**src/rtnz_pkg.sv**
```systemverilog
// Shared types and constants for the rotate-to-new-z-axis datapath.
package rtnz_pkg;

   localparam int FRAC_BITS_DEF = 30;
   localparam int NUM_W         = 98;
   localparam int QUO_W         = 33;
   localparam int ROOT_STEPS    = 32;
   localparam int RAD_W         = 64;

   localparam logic signed [31:0] SAT_MAX = 32'sh7FFF_FFFF;
   localparam logic signed [31:0] SAT_MIN = 32'sh8000_0000;

   typedef struct packed {
      logic signed [31:0] px;
      logic signed [31:0] py;
      logic signed [31:0] pz;
      logic signed [31:0] ux;
      logic signed [31:0] uy;
      logic signed [31:0] uz;
   } vec_type;

   typedef struct packed {
      logic             neg;
      logic             ovf;
      logic [NUM_W-1:0] mag;
      logic [RAD_W-1:0] rem;
      logic [QUO_W-1:0] quo;
   } comp_type;

   typedef struct packed {
      logic [RAD_W-1:0] den;
      comp_type [2:0]   comp;
   } div_type;

endpackage

```
**src/rtnz_div_cell.sv**
```systemverilog
// One quotient-bit cell of the restoring divider chain, three components wide.
module rtnz_div_cell #(
   parameter int BIT_POS = 0
) (
   input  logic              clock,
   input  logic              reset,
   input  logic              adv,
   input  logic              in_valid,
   input  rtnz_pkg::div_type in_div,
   output logic              out_valid,
   output rtnz_pkg::div_type out_div
);

   logic                          valid_ff;
   rtnz_pkg::div_type             div_in, div_ff;
   logic [rtnz_pkg::RAD_W-1:0]    part [3];

   // shift in the next numerator bit and subtract where it fits
   always_comb begin
      div_in = in_div;
      for (int c = 0; c < 3; c++) begin
         part[c] = {in_div.comp[c].rem[rtnz_pkg::RAD_W-2:0], in_div.comp[c].mag[BIT_POS]};
         if (part[c] >= in_div.den) begin
            div_in.comp[c].rem          = part[c] - in_div.den;
            div_in.comp[c].quo[BIT_POS] = 1'b1;
         end else begin
            div_in.comp[c].rem = part[c];
         end
      end
   end

   // advance the valid flag
   always_ff @(posedge clock) begin
      if (reset) begin
         valid_ff <= 1'b0;
      end else if (adv) begin
         valid_ff <= in_valid;
      end
   end

   // advance the payload
   always_ff @(posedge clock) begin
      if (adv) begin
         div_ff <= div_in;
      end
   end

   assign out_valid = valid_ff;
   assign out_div   = div_ff;

endmodule

```
**config.mk**
```make
export PLATFORM = sky130hd
export DESIGN_NAME = rtnz_div_cell
export DESIGN_NICKNAME = d
export VERILOG_FILES = /design/src/rtnz_pkg.sv /design/src/rtnz_div_cell.sv
export SDC_FILE = /design/constraint.sdc
export NUM_CORES = 1
export LEC_CHECK = 0
export BUFFER_PORTS_ARGS = -buffer_cell sky130_fd_sc_hd__buf_2
export CORE_AREA = 2 2 512 514
export CTS_BUF_LIST = sky130_fd_sc_hd__clkbuf_4 sky130_fd_sc_hd__clkbuf_8
export CTS_CLUSTER_DIAMETER = 120
export DETAILED_ROUTE_END_ITERATION = 7
export DIE_AREA = 0 0 514 516
export PLACE_DENSITY = 0.33
export REMOVE_ABC_BUFFERS = 1
export SETUP_SLACK_MARGIN = 0.05
export SYNTH_ARGS = -nofsm -noshare
export SYNTH_HDL_FRONTEND = slang
export SYNTH_SLANG_ARGS = --single-unit
```
**constraint.sdc**
```tcl
create_clock -name clock -period 4.1 [get_ports clock]
set_input_delay 1.025 -clock clock [delete_from_list [all_inputs] [get_ports clock]]
set_output_delay 1.025 -clock clock [all_outputs]
set_load 0.01 [all_outputs]
```
Yosys cells after proc, flatten, opt, wreduce, memory -nomap -nowiden
Cells that the tools add are included.
Word-level totals
  register bits: 656
  bits of input ports: 659
  logic and storage cells: 29
Cells by class
  $add $sub $neg: 3
  mux-type cells: 3
  order comparisons: 3
Operators with widths (count)
  64-bit greater-or-equal comparator: 3
  64-bit two-way mux: 3
  64-bit subtractor: 3

Depth between registers and ports, before layout
  word-level depth: 2
  mapped depth: 15
  depth with buffers taken out: 13

Worst setup path after synthesis
No wires, ideal clock.
  kind: input -> register
  start point: input in_div[97] (netlist bit)
  end point: register div_ff (netlist bit out_div[91]) (data pin)
  cell stages on the path: 14
  arrival: 3875 ps
  setup slack: -30 ps
  library setup time: 255 ps
  cell sequence: inv_1 > ha_1 > fa_1 > nor2b_1 > o31a_1 > o31a_1 > a21oi_1 > o21a_1 > o41a_1 > a21o_1 > buf_6 > or4b_1 > o311a_1 > and3_1
RTL lines
  start: declaration: RTL line rtnz_div_cell.sv:9  | input rtnz_pkg::div_type in_div,
  end signal: assignment: RTL line rtnz_div_cell.sv:44  | div_ff <= div_in;
  end: declaration: RTL line rtnz_div_cell.sv:15  | rtnz_pkg::div_type div_in, div_ff;

==> results.ini <==
[clock_network]
clk_latency_ns=0.91
clk_pin_slew_worst_paths_ns=0.07
cts.path.max_buffers=3
cts-root-buf=clkbuf_8
cts_buffers=141
cts.sinks=656
cts_tree=yes
h-tree-depth=4

[global_route]
grt_pass1_wl_mm=332.0
grt_pass1_vias=34392
grt_start_max_net_pins=67
overflow=0
antenna_found_initial=224
grt_use_total=0.1903

[critical_path]
critPathMostFrequentCell=buf_4
critPathBufInv=7
required_ns=4.73
critPathArrivalTime_ns=4.55
crit_slowest_cell=a31oi_1
critical-path-top-delay-family=compound AO/OA/AOI/OAI gates
cp-start-kind=input port
crit_chain=buf_2 -> clkinvlp_4 -> buf_4 -> buf_4 -> ha_1 -> buf_4 -> a21oi_1 -> o21ai_0 -> a22oi_1 -> nand4_1 -> a21o_1 -> buf_12 -> a31oi_1 -> o31ai_1 -> buf_4 -> a211oi_1 -> xor2_1 -> a21oi_1
endpoint_kind=flop
critPathMaxFanout=6
criticalPathCategory=in -> reg
max_stage_delay_ns=0.47

[synth]
synth.distinct_cells=80
synth_area_um2=33660
synth_warnings=0
synthCells=2942
ys.flop_type=edfxtp_1
syn_area_per_cell_um2=11.44
ys_seq_area_frac=0.5849
synth_seq_cells=656
synth_edf_count=655
async_reset_ff_frac=0

[place]
dp_slack_ns=-1.391
post-dp-hpwl_mm=229.8
port_buffers=1311
gp_congestion=0.8767

[pwr]
vdd_drop_max_uv=297.0
leakage_nw=23.68
power_density_nw_per_um2=413.9
total_power_mw=22.60

[timing]
setup_viol=0
slew_headroom=0.3708
maxSlewViolCount=0
period_share=0.9567
fin_crit_ns=3.922
fin_hold_ws_ns=0.2595
skew_ns=0
fmax_mhz=254.9
setup_tns_ns=0
hold_viol=0
tightestPinTransition_ns=0.9438
fin_ws_ns=0.1777
rsz0062_at_grt=no

[job]
maxCapViolCount=0

[outcome]
status=finished, final reports clean

[final_layout]
seqCellArea_um2=19690
fill_cells=28696
area_growth_pct=62.19
nets=6022
multiInputGateArea_um2=13270
layout-drive-gt1-share=0.4738
fin_util=0.2106

[floorplan]
ios=1315
die_y_um=516
die_area_um2=265200
core_region_area_um2=259200
initial_core_util=0.1298
rows=187
die_w_um=514

[drt]
drt-initial-drc-count=2115
post_drt_wl_per_cell_um=30.15
vias_per_cell=3.881
route.detailed.drc=0
dr.pass1.iters=5
wl_mm=263.4
num_vias=33908
ant_nets=0

[hold_path]
hold_path_class=in -> reg

==> repair_timing <==
item	4_1_cts	5_1_grt
hold buffers	0	0
buffers inserted	3	8
setup endpoints to repair	51	7
pin swaps	2	7
resized for setup	18	25
==> cells in the final DEF, fill, tap and decap left out, types with 15 or more instances in the layout <==
master	instances
nand2_1	325
xor2_1	84
xnor2_1	82
o21ai_0	247
a31oi_1	18
clkinv_1	27
a211oi_1	32
a21o_1	80
inv_1	96
clkbuf_4	32
clkinv_2	19
buf_12	35
a21oi_1	282
nor3_1	45
nor2_1	194
nand3_1	31
o21a_1	35
o31ai_1	15
clkbuf_8	144
nand4_1	78
buf_2	1308
buf_4	870
nand2b_1	23
nor2b_1	29
o211ai_1	17
diode_2	60
edfxtp_1	655
o21bai_1	40
ha_1	179
==> sequential cells by signal, summed over array words and instances (netlist names) <==
register,cells
out_div,655
out_valid,1
==> routing by layer <==
layer	vias to the layer above	track usage	part of all wire
li1	15609	-	-
met1	16478	0.1909	0.35
met2	1253	0.3692	0.54
met3	456	0.05910	0.075
met4	112	0.05976	0.034
met5	-	0	0.0025
==> logic make-up (layout without fill, tap and decap cells) <==
| family | count (synthesis) | count (layout) | share of synthesized area |
|---|---|---|---|
| compound gates | 865 | 865 | 0.1550 |
| xor+xnor | 166 | 166 | 0.04319 |
| fa+ha+maj | 195 | 195 | 0.07315 |
| buf+inv | 238 | 2570 | 0.02829 |
| flops | 656 | 656 | 0.5849 |
| mux | 15 | 15 | 0.004758 |
| other cells | 0 | 60 | 0 |
| simple gates | 807 | 807 | 0.1107 |
==> per-stage QoR <==
stage | area [um^2] | instances
2_1_floorplan | 33110 | 2810
3_3_place_gp | 51120 | 8417
3_5_place_dp | 51120 | 8417
4_1_cts | 54270 | 8669
5_1_grt | 54520 | 8707
6_report | 54600 | 8736
==> area by class of cell <==
type                       instances  share of cell area
antenna                           60            0.002750
sequential                       656              0.3606
timing repair buffer            2215              0.2528
tap                             3402             0.07796
multi-input combinational       2048              0.2430
inverter                         106            0.007906
clock inverter                    73             0.01423
clock buffer                     176             0.04070
==> power breakdown <==
part / internal, mW / switching, mW
clock network: 4.40 / 3.66
logic: 2.47 / 3.60
registers: 8.19 / 0.280
==> synthesized netlist by cell type (8+ instances only) <==
| cell type | n | share of area |
|---|---|---|
| or3_1 | 15 | 0.0028 |
| clkbuf_1 | 100 | 0.011 |
| o31ai_1 | 16 | 0.0036 |
| o21bai_1 | 40 | 0.0089 |
| o21ai_1 | 14 | 0.0021 |
| nor3_1 | 45 | 0.0067 |
| a31oi_1 | 18 | 0.0033 |
| nor2b_1 | 29 | 0.0054 |
| buf_2 | 14 | 0.0021 |
| and2_1 | 8 | 0.0015 |
| xnor2_1 | 82 | 0.021 |
| a21boi_0 | 11 | 0.0025 |
| edfxtp_1 | 655 | 0.58 |
| a211oi_1 | 34 | 0.0076 |
| a21oi_1 | 282 | 0.042 |
| inv_1 | 106 | 0.012 |
| o21ai_0 | 247 | 0.037 |
| nor4_1 | 12 | 0.0022 |
| a21o_1 | 81 | 0.018 |
| ha_1 | 192 | 0.071 |
| nand2_1 | 326 | 0.036 |
| or2_2 | 9 | 0.0017 |
| o21a_1 | 35 | 0.0078 |
| o211ai_1 | 17 | 0.0038 |
| nand4_1 | 78 | 0.014 |
| and3_1 | 9 | 0.0017 |
| xor2_1 | 84 | 0.022 |
| nor2_1 | 194 | 0.022 |
| nand3_1 | 31 | 0.0046 |
| buf_1 | 9 | 0.0010 |
| nand2b_1 | 23 | 0.0043 |
==> final timing paths <==
check | from | end | slack [ns] | cells past startpoint
worst max register to register | out_valid | out_valid | 3.52 | 2
worst max-delay path | in_div[608] | out_div[292] | 0.18 | 18
worst min register to register | out_valid | out_valid | 0.50 | 2
worst min-delay path | in_div[21] | out_div[21] | 0.26 | 1
Power figures use the tool's default switching activity.
