**config.mk**
```make
export PLATFORM = sky130hd
export DESIGN_NAME = rtnz_sqrt_cell
export DESIGN_NICKNAME = d
export VERILOG_FILES = /design/src/rtnz_pkg.sv /design/src/rtnz_sqrt_cell.sv
export SDC_FILE = /design/constraint.sdc
export NUM_CORES = 1
export LEC_CHECK = 0
export ABC_CLOCK_PERIOD_IN_PS = 9100
export BUFFER_PORTS_ARGS = -buffer_cell sky130_fd_sc_hd__clkbuf_2
export CORE_AREA = 2 2 248 250
export DETAILED_ROUTE_END_ITERATION = 8
export DIE_AREA = 0 0 250 252
export GPL_TIMING_DRIVEN = 0
export MAX_ROUTING_LAYER = met4
export PLACE_DENSITY = 0.56
export SETUP_SLACK_MARGIN = 0.1
export SYNTH_ARGS = -nofsm -noshare
export SYNTH_HDL_FRONTEND = slang
export SYNTH_SLANG_ARGS = --single-unit
```
**constraint.sdc**
```tcl
create_clock -name clock -period 9.1 [get_ports clock]
set_input_delay 1.82 -clock clock [delete_from_list [all_inputs] [get_ports clock]]
set_output_delay 1.82 -clock clock [all_outputs]
set_load 0.03 [all_outputs]
```
**src/rtnz_pkg.sv**
```systemverilog
// Shared types and constants for the rotate-to-new-z-axis datapath.
package rtnz_pkg;

   localparam int FRAC_BITS_DEF = 30;
   localparam int NUM_W         = 98;
   localparam int QUO_W         = 33;
   localparam int ROOT_STEPS    = 32;
   localparam int RAD_W         = 64;

   localparam logic signed [31:0] SAT_MAX = 32'sh7FFF_FFFF;
   localparam logic signed [31:0] SAT_MIN = 32'sh8000_0000;

   typedef struct packed {
      logic signed [31:0] px;
      logic signed [31:0] py;
      logic signed [31:0] pz;
      logic signed [31:0] ux;
      logic signed [31:0] uy;
      logic signed [31:0] uz;
   } vec_type;

   typedef struct packed {
      logic             neg;
      logic             ovf;
      logic [NUM_W-1:0] mag;
      logic [RAD_W-1:0] rem;
      logic [QUO_W-1:0] quo;
   } comp_type;

   typedef struct packed {
      logic [RAD_W-1:0] den;
      comp_type [2:0]   comp;
   } div_type;

endpackage

```
**src/rtnz_sqrt_cell.sv**
```systemverilog
// One digit cell of the integer square-root chain.
module rtnz_sqrt_cell #(
   parameter int BIT_POS = 0
) (
   input  logic                                clock,
   input  logic                                reset,
   input  logic                                adv,
   input  logic                                in_valid,
   input  logic [rtnz_pkg::RAD_W-1:0]          in_rad,
   input  logic [rtnz_pkg::RAD_W-1:0]          in_root,
   input  rtnz_pkg::vec_type                   in_vec,
   output logic                                out_valid,
   output logic [rtnz_pkg::RAD_W-1:0]          out_rad,
   output logic [rtnz_pkg::RAD_W-1:0]          out_root,
   output rtnz_pkg::vec_type                   out_vec
);

   localparam logic [rtnz_pkg::RAD_W-1:0] ONE_BIT = rtnz_pkg::RAD_W'(1) << (2 * BIT_POS);

   logic                          valid_ff;
   logic [rtnz_pkg::RAD_W-1:0]    trial;
   logic [rtnz_pkg::RAD_W-1:0]    rad_in, rad_ff, root_in, root_ff;
   rtnz_pkg::vec_type             vec_ff;

   // try this result bit and keep it where the radicand allows
   assign trial = in_root + ONE_BIT;

   always_comb begin
      if (in_rad >= trial) begin
         rad_in  = in_rad - trial;
         root_in = (in_root >> 1) + ONE_BIT;
      end else begin
         rad_in  = in_rad;
         root_in = in_root >> 1;
      end
   end

   // advance the valid flag
   always_ff @(posedge clock) begin
      if (reset) begin
         valid_ff <= 1'b0;
      end else if (adv) begin
         valid_ff <= in_valid;
      end
   end

   // advance the payload
   always_ff @(posedge clock) begin
      if (adv) begin
         rad_ff  <= rad_in;
         root_ff <= root_in;
         vec_ff  <= in_vec;
      end
   end

   assign out_valid = valid_ff;
   assign out_rad   = rad_ff;
   assign out_root  = root_ff;
   assign out_vec   = vec_ff;

endmodule

```
# Word-level counts from Yosys, hierarchy flattened

Index checks and enable logic that the tools add are counted.
Widths: inputs -> output; s select.

Input bits: 324
Word-level logic and storage cells: 16
Output and inout port bits: 321
Flip-flop bits (word level): 321

$lt $le $gt $ge: 1
Mux-type cells: 2
Add/sub/neg operators: 3

Operators with widths:

| cell                  | count |
|---|---|
| $add 63x1->64 const B | 1 |
| $add 64x1->64 const B | 1 |
| $ge 64x64->1          | 1 |
| $mux 64               | 1 |
| $sub 64x64->64        | 1 |
| $mux 63               | 1 |

# Logic depth before layout (Yosys ltp)

Word-level depth: 3
Depth in mapped cells: 26
Mapped depth without buffers: 20

# Worst setup path after synthesis

Ideal clock, no wire load.

Path type: input -> register
Start point: input in_root[8] (netlist bit)
End point: register rad_ff (netlist bit out_rad[61]), data pin
Path slack: 2.367 ns
Arrival: 6.476 ns
Library setup time: 0.257 ns
Stages: 23
Cells stage by stage: clkbuf_1 -> nand4_1 -> nor4_2 -> and3_1 -> buf_2 -> nand4_2 -> nor3_4 -> and3_1 -> buf_2 -> nand2_1 -> nor2_1 -> xnor2_1 -> ha_1 -> clkbuf_1 -> nand4_1 -> or2_1 -> o31ai_1 -> o31ai_1 -> a31oi_4 -> o21ai_2 -> buf_6 -> or4_1 -> o2111a_1

Cells in the longest elaborated chain, start to end: 3
Elaborated cells between the ends (all ways): 4

Ends and longest elaborated chain:

| item                                                  | line                                       | text |
|---|---|---|
| start, declared                                       | rtnz_sqrt_cell.sv:10                       | `input logic [rtnz_pkg::RAD_W-1:0] in_root,` |
| $add 64x1->64 (*)                                     | rtnz_sqrt_cell.sv:26                       | `assign trial = in_root + ONE_BIT;` |
| $sub 64x64->64 / $ge 64x64->1 (equally long branches) | rtnz_sqrt_cell.sv:30, rtnz_sqrt_cell.sv:29 |  |
| $mux 64 (*)                                           | rtnz_sqrt_cell.sv:29                       | `if (in_rad >= trial) begin` |
| named net rad_in (one bit)                            | rtnz_sqrt_cell.sv:22                       | `logic [rtnz_pkg::RAD_W-1:0] rad_in, rad_ff, root_in, root_ff;` |
| end signal, assigned                                  | rtnz_sqrt_cell.sv:50                       | `rad_ff <= rad_in;` |
| end, declared                                         | rtnz_sqrt_cell.sv:22                       |  |

The timed path passes the listed nets; every way through them passes the cells marked *.
A chain may end at the register's enable or synchronous reset.

# Final worst setup path

Start point: input in_root[1] (netlist bit)
End point: register rad_ff (netlist bit out_rad[39]), data pin

The elaborated chain is that of the path after synthesis.

==> qor.csv <==
metric,value,unit
drt wl/cell,29.1,um
first-pass GRT wire length,116000,um
mux cell area share after synthesis,0.119,%
Power per Cell Area,200,mW/mm^2
Synth Area in Simple Gates,14.6,%
First-pass DRT Iterations,5,
# IOs,645,
post_cts resized,0,
Synth Net Count,1861,
kind of critical path,input port to flop,
GRT Overall Usage,27.2,%
RSZ-0062 raised after global routing,no,
Detailed Place HPWL,71700,um
post-synthesis xor/xnor area fraction,9.01,%
Clock transition at path regs,0.06,ns
WP data arrival,8.73,ns
Final #Nets,2535,
Slew @ Worst Pin,1.03,ns
fin util,37.1,%
Syn Inst Count,1470,
Peak Freq,118,MHz
Startpoint Class,input port,
Multi-input gate area,0.00680,mm^2
setup TNS,0,ns
setup ws final,0.610,ns
syn_area_per_cell,11.4,um^2
largest net degree at the start of global routing,102,
top post-synthesis cells by area,"edfxtp_1, ha_1, xnor2_1",
Post-synth EDFFs,320,
Compound-Gate Fraction of Synth Area,11.7,%
CP Max Fanout,10,
WP data required,9.34,ns
#FFs+latches synth,321,
Antenna Nets Post-Route,0,
initial antenna violation count,13,
Synth top cells by count,"edfxtp_1, nand2_1, nor2_1",
share of the synthesized area in the top cell type,57.1,%
element type at the critical path end,flop,
Post-Syn Area,0.0168,mm^2
P_leak,0.00929,uW
Hold Slack,0.552,ns
vias in the first global route,14800,
post-place setup slack,0.183,ns
Clock Skew,0,ns
core area,0.0601,mm^2
FF+latch area,0.00963,mm^2
clock latency on the worst-skew pair,0.55,ns
final hold vios,0,
final worst path period share,93.3,%
layout cells sized above 1,33.3,%
top_reg_cell synth,edfxtp_1,
# setup viols final,0,
Initial Util,28.0,%
post-synth top area cell,edfxtp_1,
Total Wirelength,86300,um
Synth-to-Final Area Change,32.5,%
Num CTS Buffers,38,
Die Span X,250,um
largest family of logic cells by synthesized area,simple AND/OR/NAND/NOR gates,
Max-cap violations,0,
die area,0.0630,mm^2
Root Buffer,clkbuf_16,
count of input and output buffers,631,
Bufs on Longest Clock Path,3,
dpl cells,2886,
worst vdd ir,112,uV
Yosys cell types,66,
asr flop ratio synth,0,%
1st-iter DRT viols,1168,
CTS Hold Bufs,0,
Site Rows,90,
"count leader, synth",edfxtp_1,
fillcell total,6095,
Yosys warnings,0,
sequential-to-total area share from yosys stat,57.3,%
routability cong.,0.944,
total grt overflow,0,
CTS tree,yes,
fin. max-slew vios,0,
Slew headroom,31.5,%
residual DRC count,0,
clock sinks,321,
fin cells,2965,
Post-CTS Setup Bufs,0,
H-Tree Depth,2,
vias post-DR,15200,
Hold/Removal Path Class,flop to flop,
via/cell ratio,5.13,
area share of fa/ha/maj cells after synthesis,5.03,%
status,"complete, no violations",
die height,252,um
Tmin final,8.49,ns
-- area by class of cell --
type | count | share of cell area, %
well taps | 782 | 4.39
clock inverters | 20 | 0.904
multi-input cells | 1053 | 30.5
clock buffers | 46 | 4.50
flip-flops and latches | 321 | 43.2
diodes | 13 | 0.146
repair buffers | 634 | 14.6
plain buffers | 59 | 1.11
inverters | 37 | 0.623
-- report_power, final --
| part | switching, uW | leakage (uW) | total (uW) | internal, uW |
|---|---|---|---|---|
| clock | 637 | 0.000582 | 1510 | 872 |
| sequential | 53.3 | 0.00314 | 1850 | 1790 |
| combinational | 800 | 0.00557 | 1100 | 303 |
-- cells by family (layout without fill, tap and decap cells) --
| kind of cell | after synthesis | after routing |
|---|---|---|
| fa+ha+maj | 67 | 67 |
| buf+inv | 96 | 796 |
| flops | 321 | 321 |
| mux | 2 | 2 |
| simple gates | 504 | 504 |
| other cells | 0 | 13 |
| compound gates | 307 | 307 |
| xor+xnor | 173 | 173 |
-- routing by layer --
layer / share of wire, % / global-route usage [%] / vias to the layer above
met5: 0 / - / -
met1: 42 / 33.2 / 7624
met4: 2.6 / 7.17 / 0
li1: - / - / 6852
met3: 6.1 / 5.07 / 105
met2: 50 / 46.2 / 640
-- layout by cell type (no fill, tap or decap), types with 10 or more instances in the layout --
cell type  count
inv_1         37
nand3_1       50
o21a_1        10
and3_1        28
o211ai_1      13
nand2_1      172
a21o_1        28
nor2_1        95
nand4_1       48
a21oi_1       83
edfxtp_1     320
clkbuf_1      50
o21bai_1      23
and4_1        12
a211oi_1      10
nor3_1        41
xnor2_1       89
xor2_1        84
buf_2         14
clkbuf_2     630
ha_1          66
nor4_1        12
diode_2       13
o21ai_0       83
clkbuf_16     39
-- stage by stage --
step                      cell area [um^2]  power, uW
final                                22300       4460
after floorplan                      16800       2480
after detailed placement             21000       2970
after global placement               21000       2990
after CTS                            22200       4510
after global routing                 22300       4620
-- critical path, cell delays in order --
cell and delay [ns]:
clkbuf_2 0.15, ha_1 0.30, nand2_1 0.10, nor3_1 0.49, and3_1 0.24, buf_2 0.21, nand4_2 0.34, nor3_4 0.54
and3_1 0.29, buf_2 0.25, nand2_1 0.12, nor2_1 0.16, xnor2_1 0.25, ha_1 0.32, clkbuf_1 0.18, a21oi_1 0.42
o21bai_1 0.21, o31ai_1 0.45, a31oi_4 0.10, o21ai_2 0.40, buf_6 0.24, clkbuf_1 0.78, o31ai_1 0.31
-- state kept, by name, indices dropped and copies added (netlist names) --
register	flops
out_vec	192
out_root	64
out_rad	64
out_valid	1
-- path summary, 6_finish.rpt --
kind | startpoint | depth (start not counted) | slack (ns) | to
worst max-delay path | in_root[1] | 23 | 0.61 | out_rad[39]$_DFFE_PP_
worst min-delay path | out_valid$_SDFFE_PP0P_ | 2 | 0.55 | out_valid$_SDFFE_PP0P_
worst max register to register | out_valid$_SDFFE_PP0P_ | 2 | 8.48 | out_valid$_SDFFE_PP0P_
worst min register to register | out_valid$_SDFFE_PP0P_ | 2 | 0.55 | out_valid$_SDFFE_PP0P_
(Power assumes the default switching activity.)
